File: src/chm_pkg.sv
// chm_pkg: shared types and constants for the chained hash map engine
// no dependencies
package chm_pkg;

  localparam int KEY_W = 64;
  localparam int VAL_W = 64;
  localparam int CNT_W = 11;

  typedef enum logic [1:0] {
    KIND_SET = 2'd0,
    KIND_GET = 2'd1,
    KIND_DEL = 2'd2,
    KIND_BAD = 2'd3
  } kind_t;

  typedef enum logic [1:0] {
    ST_OK       = 2'd0,
    ST_NOTFOUND = 2'd1,
    ST_FULL     = 2'd2,
    ST_RSVD     = 2'd3
  } status_t;

endpackage

File: src/chm_hash.sv
// chm_hash: two-stage pipelined 64-bit integer mix, folded to 32 bits
// depends on chm_pkg
module chm_hash import chm_pkg::*; (
  input  logic             clk,
  input  logic [KEY_W-1:0] key,
  output logic [31:0]      fold
);
  logic [63:0] a, b, c, mid, d, e, f, g;

  always_comb begin
    a = (~key) + (key << 21);
    b = a ^ (a >> 24);
    c = b + (b << 3) + (b << 8);
  end

  always_ff @(posedge clk) begin
    mid <= c;
  end

  always_comb begin
    d = mid ^ (mid >> 14);
    e = d + (d << 2) + (d << 4);
    f = e ^ (e >> 28);
    g = f + (f << 31);
    fold = g[31:0] ^ g[63:32];
  end
endmodule

File: config.mk
export PLATFORM = sky130hd
export DESIGN_NAME = chm_hash
export DESIGN_NICKNAME = d
export VERILOG_FILES = /design/src/chm_pkg.sv /design/src/chm_hash.sv
export SDC_FILE = /design/constraint.sdc
export NUM_CORES = 1
export LEC_CHECK = 0
export ABC_AREA = 1
export ABC_CLOCK_PERIOD_IN_PS = 8900
export BUFFER_PORTS_ARGS = -buffer_cell sky130_fd_sc_hd__buf_2
export CAP_MARGIN = 0
export CORE_ASPECT_RATIO = 0.5
export CORE_UTILIZATION = 50
export CTS_CLUSTER_DIAMETER = 40
export DETAILED_ROUTE_END_ITERATION = 16
export PLACE_DENSITY = 0.67
export SLEW_MARGIN = 10
export SYNTH_ARGS = -nofsm -noshare
export SYNTH_HDL_FRONTEND = slang
export SYNTH_SLANG_ARGS = --single-unit
export TNS_END_PERCENT = 30
File: constraint.sdc
create_clock -name clk -period 8.9 [get_ports clk]
set_input_delay 0 -clock clk [delete_from_list [all_inputs] [get_ports clk]]
set_output_delay 0 -clock clk [all_outputs]
set_load 0.1 [all_outputs]
==> qor.log, run 1 <==
[cts] number of buffers inserted during clock tree synthesis 9
[cells_and_area] area of all sequential standard cells 1280 µm²
[detailed_routing] WL final 67700 µm
[timing] pin slew with the least headroom to its limit 0.918 ns
[logic_synthesis] FF+latch count, synth 64
[cts] buffer count from post-CTS setup fixing 0
[logic_synthesis] total nets after synthesis 3572
[logic_synthesis] Distinct cells, synth 51
[cells_and_area] synthesis-to-layout area growth 7.56%
[timing] final number of max-transition violations 0
[detailed_routing] initial drt markers 1522
[place] port bufs 96
[timing] Max-slew headroom 0.384
[worst_setup_path] cell family contributing the most delay on the critical path simple AND/OR/NAND/NOR gates
[cts] hold_buf cts 0
[logic_synthesis] synthesized area 19500 µm²
[timing] final setup vio count 0
[detailed_routing] DRC violation count after routing 0
[worst_setup_path] Worst path max stage delay 0.47 ns
[cells_and_area] # nets final 3679
[detailed_routing] residual antenna-violating net count after detailed routing 0
[timing] maximum achievable frequency 0.144 GHz
[logic_synthesis] Synth Warn # 0
[detailed_routing] detail-routed net length per standard cell 17.7 µm
[logic_synthesis] cell taking the most area after synthesis sky130_fd_sc_hd__nand2_1
[cells_and_area] multi-input combinational cell area 16100 µm²
[worst_setup_path] Worst Path Max Fanout 6
[worst_setup_path] buffering stage count on the worst path with inverters included 5
[worst_setup_path] Critical Path Sink Type primary output
[floorplanning] core region area 37900 µm²
[worst_setup_path] Slowest cell on crit path sky130_fd_sc_hd__o21ai_0
[global_routing] wire length of the first global-routing pass 105000 µm
[detailed_routing] number of vias in the routed layout 20800
[timing] setup tns final 0 ns
[timing] share of the cycle needed by the critical path after routing 0.780
[floorplanning] Horiz. Die Dim 282 µm
[timing] fin crit period 6.94 ns
[global_routing] Overall Global Routing Usage 0.339
[logic_synthesis] Top FF cell, synth sky130_fd_sc_hd__dfxtp_1
[job] max-capacitance violation count 0
[run_status] status finished, final reports clean
[detailed_routing] number of detailed-route iterations in the first pass 6
[logic_synthesis] fraction of synthesized cell area taken by the top area cell type 0.153
[cts] level count of the clock H-tree 3
[place] HPWL after DPL 60900 µm
[cells_and_area] Layout fillers 4018
[logic_synthesis] per-instance average area after synthesis 6.13 µm²
[floorplanning] count of standard-cell rows 50
[worst_setup_path] launching element type of the critical path flip-flop
[worst_setup_path] type of the worst setup path reg -> out
[logic_synthesis] EDFF count, synth 0
[worst_setup_path] WP data required 8.90 ns
[detailed_routing] Via-to-Cell Ratio 5.44
[floorplanning] Die Footprint 39900 µm²
[cts] TritonCTS clock tree done
[floorplanning] starting utilization of the core area 0.515
[worst_setup_path] dominant cell type by count on the critical path sky130_fd_sc_hd__nand2_1
[cells_and_area] antenna diode count 0
[cells_and_area] number of flip-flops in the largest register 64
[cells_and_area] fraction of final layout cells with drive strength greater than 1 0.0542
[cts] clock root buffer sky130_fd_sc_hd__clkbuf_16
[cts] Clock transition at path regs 0.06 ns
[global_routing] via count of the first global-routing pass 19800
[logic_synthesis] Synth area leaders sky130_fd_sc_hd__nand2_1 (15%), sky130_fd_sc_hd__ha_1 (14%), sky130_fd_sc_hd__inv_1 (11%), sky130_fd_sc_hd__fa_1 (9.7%), sky130_fd_sc_hd__dfxtp_1 (6.6%)
[floorplanning] die boundary height 142 µm
[cells_and_area] largest registers in the final layout mid: 64 flops
[cts] total of cells resized after clock tree synthesis 0
[logic_synthesis] Post-Syn Instances 3189
[floorplanning] IO Pins 97
[cts] deepest clock path buffer count 2
[global_routing] number of antenna violations at the first check in global routing 0
[place] gp weighted congestion 1.07
[worst_setup_path] Data arrival, critical path 6.94 ns
[cts] clock net sink count 64
[min_path] Worst Hold Class in -> reg
[timing] setup repair after global routing missed its margin no
[logic_synthesis] proportion of synthesized flip-flops having asynchronous set or reset 0
[global_routing] pin count of the biggest net entering global routing 13
[cells_and_area] Biggest register mid
[timing] final hold violation count 0
[logic_synthesis] sequential share of the synthesized area 0.0656
[global_routing] overflow left after global routing 0
## cells by family (layout without fill, tap and decap cells)
group	count (synthesis)	in the layout	share of synthesized area
xor+xnor	259	259	0.119
fa+ha+maj	318	318	0.240
simple gates	1431	1431	0.306
flops	64	64	0.0656
buf+inv	578	690	0.111
compound gates	539	539	0.159
## through the flow
stage	cells	instance area [µm²]	utilization	hold slack, ns	worst slack, ns
global placement	3805	20700	0.545	0.387	2.51
global route	3821	21000	0.554	0.0550	1.51
CTS	3821	21000	0.554	0.0419	2.11
finish	3821	21000	0.554	0.0657	1.96
detailed placement	3805	20700	0.545	0.384	2.50
floorplan	3189	19500	-	0.141	2.85
## synthesized netlist by cell type, drive strengths merged (2+ instances only)
cell / count
xnor2: 114
nand4: 35
a221oi: 7
a21oi: 245
o21bai: 28
o21a: 13
a21boi: 10
nand3b: 27
inv: 576
a211oi: 2
nor4: 11
o21ai: 149
fa: 95
o211ai: 8
nand2: 809
a21o: 51
ha: 223
xor2: 145
nor3: 24
dfxtp: 64
clkinv: 2
a31oi: 18
and3: 2
or2: 11
o221ai: 2
nand3: 164
nor2: 347
## cell usage in the layout (no fill, tap or decap), drive strengths merged, types with 28 or more instances in the layout
cell type	count
o21ai	149
fa	95
dfxtp	64
a21oi	245
nand3	164
a21o	51
o21bai	28
nand4	35
xor2	145
ha	223
nand2	809
xnor2	114
inv	576
buf	96
nor2	347
## worst paths after layout
path	slack (ns)	from	depth (start not counted)	endpoint
max	1.96	mid[41]	36	fold[23]
min	0.07	key[0]	2	mid[0]
## layout make-up
type / instances / share of cell area
Clock buffer: 9 / 0.0107
Tap cell: 520 / 0.0310
Inverter: 578 / 0.103
Clock inverter: 7 / 0.00571
Timing Repair Buffer: 96 / 0.0229
Sequential cell: 64 / 0.0610
Multi-Input combinational cell: 2547 / 0.766
## metal layers
layer	GRT usage	part of all wire	vias to the layer above
met1	0.442	0.45	9379
li1	-	-	10400
met4	0.182	0.055	0
met3	0.0244	0.057	167
met5	0	0	-
met2	0.560	0.44	792
Power of run 1 is left out: the tool's default activity adds up to more than one toggle a clock period on the data nets, which glitch-free logic cannot reach.
==> run 2, diff against run 1 <==
ABC_CLOCK_PERIOD_IN_PS = 6700   (was 8900)
clock period = 6.7 ns   (was 8.9 ns; I/O delays follow)
==> qor.log, run 2 (same netlist as run 1, synthesis figures left out) <==
[cts] level count of the clock H-tree 3 [unchanged]
[job] max-capacitance violation count 0 [unchanged]
[cells_and_area] # nets final 3685 [was 3679]
[cells_and_area] leading cell type in the layout, fill and taps excluded sky130_fd_sc_hd__nand2_1 [unchanged]
[detailed_routing] number of detailed-route iterations in the first pass 9 [was 6]
[timing] setup tns final 0 ns [unchanged]
[cells_and_area] synthesis-to-layout area growth 8.81% [was 7.56%]
[detailed_routing] detail-routed net length per standard cell 17.7 µm [about the same]
[detailed_routing] residual antenna-violating net count after detailed routing 0 [unchanged]
[cts] clock root buffer sky130_fd_sc_hd__clkbuf_16 [unchanged]
[cts] deepest clock path buffer count 2 [unchanged]
[floorplanning] IO Pins 97 [unchanged]
[timing] Max-slew headroom 0.373 [was 0.384]
[cts] clock net sink count 64 [unchanged]
[floorplanning] starting utilization of the core area 0.515 [unchanged]
[place] HPWL after DPL 61100 µm [was 60900 µm]
[global_routing] wire length of the first global-routing pass 106000 µm [was 105000 µm]
[cts] TritonCTS clock tree done [unchanged]
[timing] setup repair after global routing missed its margin yes [was no]
[min_path] end of the worst hold path mid[0] [unchanged]
[worst_setup_path] Critical Path Sink Type primary output [unchanged]
[worst_setup_path] Worst Path Max Fanout 5 [was 6]
[global_routing] Overall Global Routing Usage 0.341 [was 0.339]
[floorplanning] Die Footprint 39900 µm² [unchanged]
[cells_and_area] Biggest register mid [unchanged]
[run_status] status finished, final reports clean [unchanged]
[worst_setup_path] WP data required 6.70 ns [was 8.90 ns]
[floorplanning] die boundary height 142 µm [unchanged]
[place] gp weighted congestion 1.08 [was 1.07]
[cells_and_area] fraction of final layout cells with drive strength greater than 1 0.0653 [was 0.0542]
[detailed_routing] Via-to-Cell Ratio 5.42 [was 5.44]
[min_path] Worst Hold Class in -> reg [unchanged]
[cts] hold_buf cts 0 [unchanged]
[global_routing] via count of the first global-routing pass 19800 [about the same]
[cells_and_area] largest registers in the final layout mid: 64 flops [unchanged]
[worst_setup_path] Slowest cell on crit path sky130_fd_sc_hd__ha_1 [was sky130_fd_sc_hd__o21ai_0]
[global_routing] overflow left after global routing 0 [unchanged]
[global_routing] number of antenna violations at the first check in global routing 1 [was 0]
[floorplanning] core region area 37900 µm² [unchanged]
[floorplanning] Horiz. Die Dim 282 µm [unchanged]
[cells_and_area] antenna diode count 0 [unchanged]
[cells_and_area] commonest non-fill, non-tap cells in the layout sky130_fd_sc_hd__nand2_1 (795), sky130_fd_sc_hd__inv_1 (564), sky130_fd_sc_hd__nor2_1 (337), sky130_fd_sc_hd__a21oi_1 (239), sky130_fd_sc_hd__ha_1 (220) [was sky130_fd_sc_hd__nand2_1 (795), sky130_fd_sc_hd__inv_1 (564), sky130_fd_sc_hd__nor2_1 (337), sky130_fd_sc_hd__a21oi_1 (240), sky130_fd_sc_hd__ha_1 (223)]
[detailed_routing] number of vias in the routed layout 20800 [about the same]
[timing] fin crit period 6.45 ns
[timing] maximum achievable frequency 0.155 GHz
[worst_setup_path] buffering stage count on the worst path with inverters included 5 [unchanged]
[cells_and_area] Layout fillers 3983 [was 4018]
[min_path] cell count of the worst hold path 2 [unchanged]
[timing] final number of max-transition violations 0 [unchanged]
[worst_setup_path] dominant cell type by count on the critical path sky130_fd_sc_hd__nand2_1 [unchanged]
[worst_setup_path] type of the worst setup path reg -> out [unchanged]
[worst_setup_path] launching element type of the critical path flip-flop [unchanged]
[detailed_routing] initial drt markers 1604 [was 1522]
[floorplanning] count of standard-cell rows 50 [unchanged]
[cells_and_area] number of flip-flops in the largest register 64 [unchanged]
[cts] Clock transition at path regs 0.06 ns [about the same]
[cts] buffer count from post-CTS setup fixing 0 [unchanged]
[detailed_routing] WL final 67700 µm [about the same]
[place] port bufs 96 [unchanged]
[worst_setup_path] Data arrival, critical path 6.45 ns [was 6.94 ns]
[timing] share of the cycle needed by the critical path after routing 0.963
[worst_setup_path] Worst path max stage delay 0.52 ns [was 0.47 ns]
[worst_setup_path] cell family contributing the most delay on the critical path simple AND/OR/NAND/NOR gates [unchanged]
[min_path] Hold Path Origin key[0] [unchanged]
[timing] pin slew with the least headroom to its limit 0.934 ns [was 0.918 ns]
[cts] number of buffers inserted during clock tree synthesis 9 [unchanged]
[global_routing] pin count of the biggest net entering global routing 13 [unchanged]
[timing] final setup vio count 0 [unchanged]
[timing] final hold violation count 0 [unchanged]
[detailed_routing] DRC violation count after routing 0 [unchanged]
## run 2: changes by cell type in the layout (fill, tap and decap cells not counted), sizes merged
cell,delta
clkinv,-2
clkbuf,+2
clkinvlp,+3
bufinv,-2
buf,+5
## run 2: metal layers
layer	routed length, µm	global-route usage	share of wire
met5	0	0	0
met2	29600	0.565	0.44
met4	3750	0.169	0.055
met1	30400	0.447	0.45
met3	4020	0.0305	0.059
## run 2: worst max-delay path by stage
stage | endpoint | depth (start not counted) | from | slack [ns]
after global routing | fold[31] | 33 | mid[51] | -0.05
after global placement | fold[23] | 36 | mid[27] | 0.22
after detailed placement | fold[27] | 33 | mid[28] | 0.26
after floorplan | fold[17] | 28 | mid[54] | 0.65
after CTS | fold[31] | 35 | mid[43] | 0.02
final | fold[27] | 32 | mid[52] | 0.25
## run 2: layout make-up
| cell class | instances | area [µm²] | area share |
|---|---|---|---|
| Multi-Input combinational cell | 2547 | 16300 | 0.767 |
| Inverter | 578 | 2170 | 0.102 |
| Sequential cell | 64 | 1280 | 0.0604 |
| Tap cell | 520 | 651 | 0.0306 |
| Timing Repair Buffer | 102 | 538 | 0.0253 |
| Clock buffer | 10 | 239 | 0.0112 |
| Clock inverter | 6 | 68.8 | 0.00324 |
## run 2: through the flow
step            util  instances  hold WS (ns)  setup slack, ns  instance area [µm²]
5_1_grt        0.561       3827        0.0853          -0.0494                21300
6_report       0.561       3827        0.0844            0.249                21300
2_1_floorplan      -       3189         0.141            0.652                19500
3_5_place_dp   0.546       3811         0.405            0.260                20700
3_3_place_gp   0.546       3811         0.395            0.224                20700
4_1_cts        0.556       3827        0.0655           0.0242                21100
## run 2: what timing repair did
action | CTS | global route
gates resized for setup | 6 | 37
hold endpoints to repair | 0 | 0
pin swaps | 0 | 1
endpoints found under the setup margin | 4 | 19
Power of run 2 is left out for the same reason.
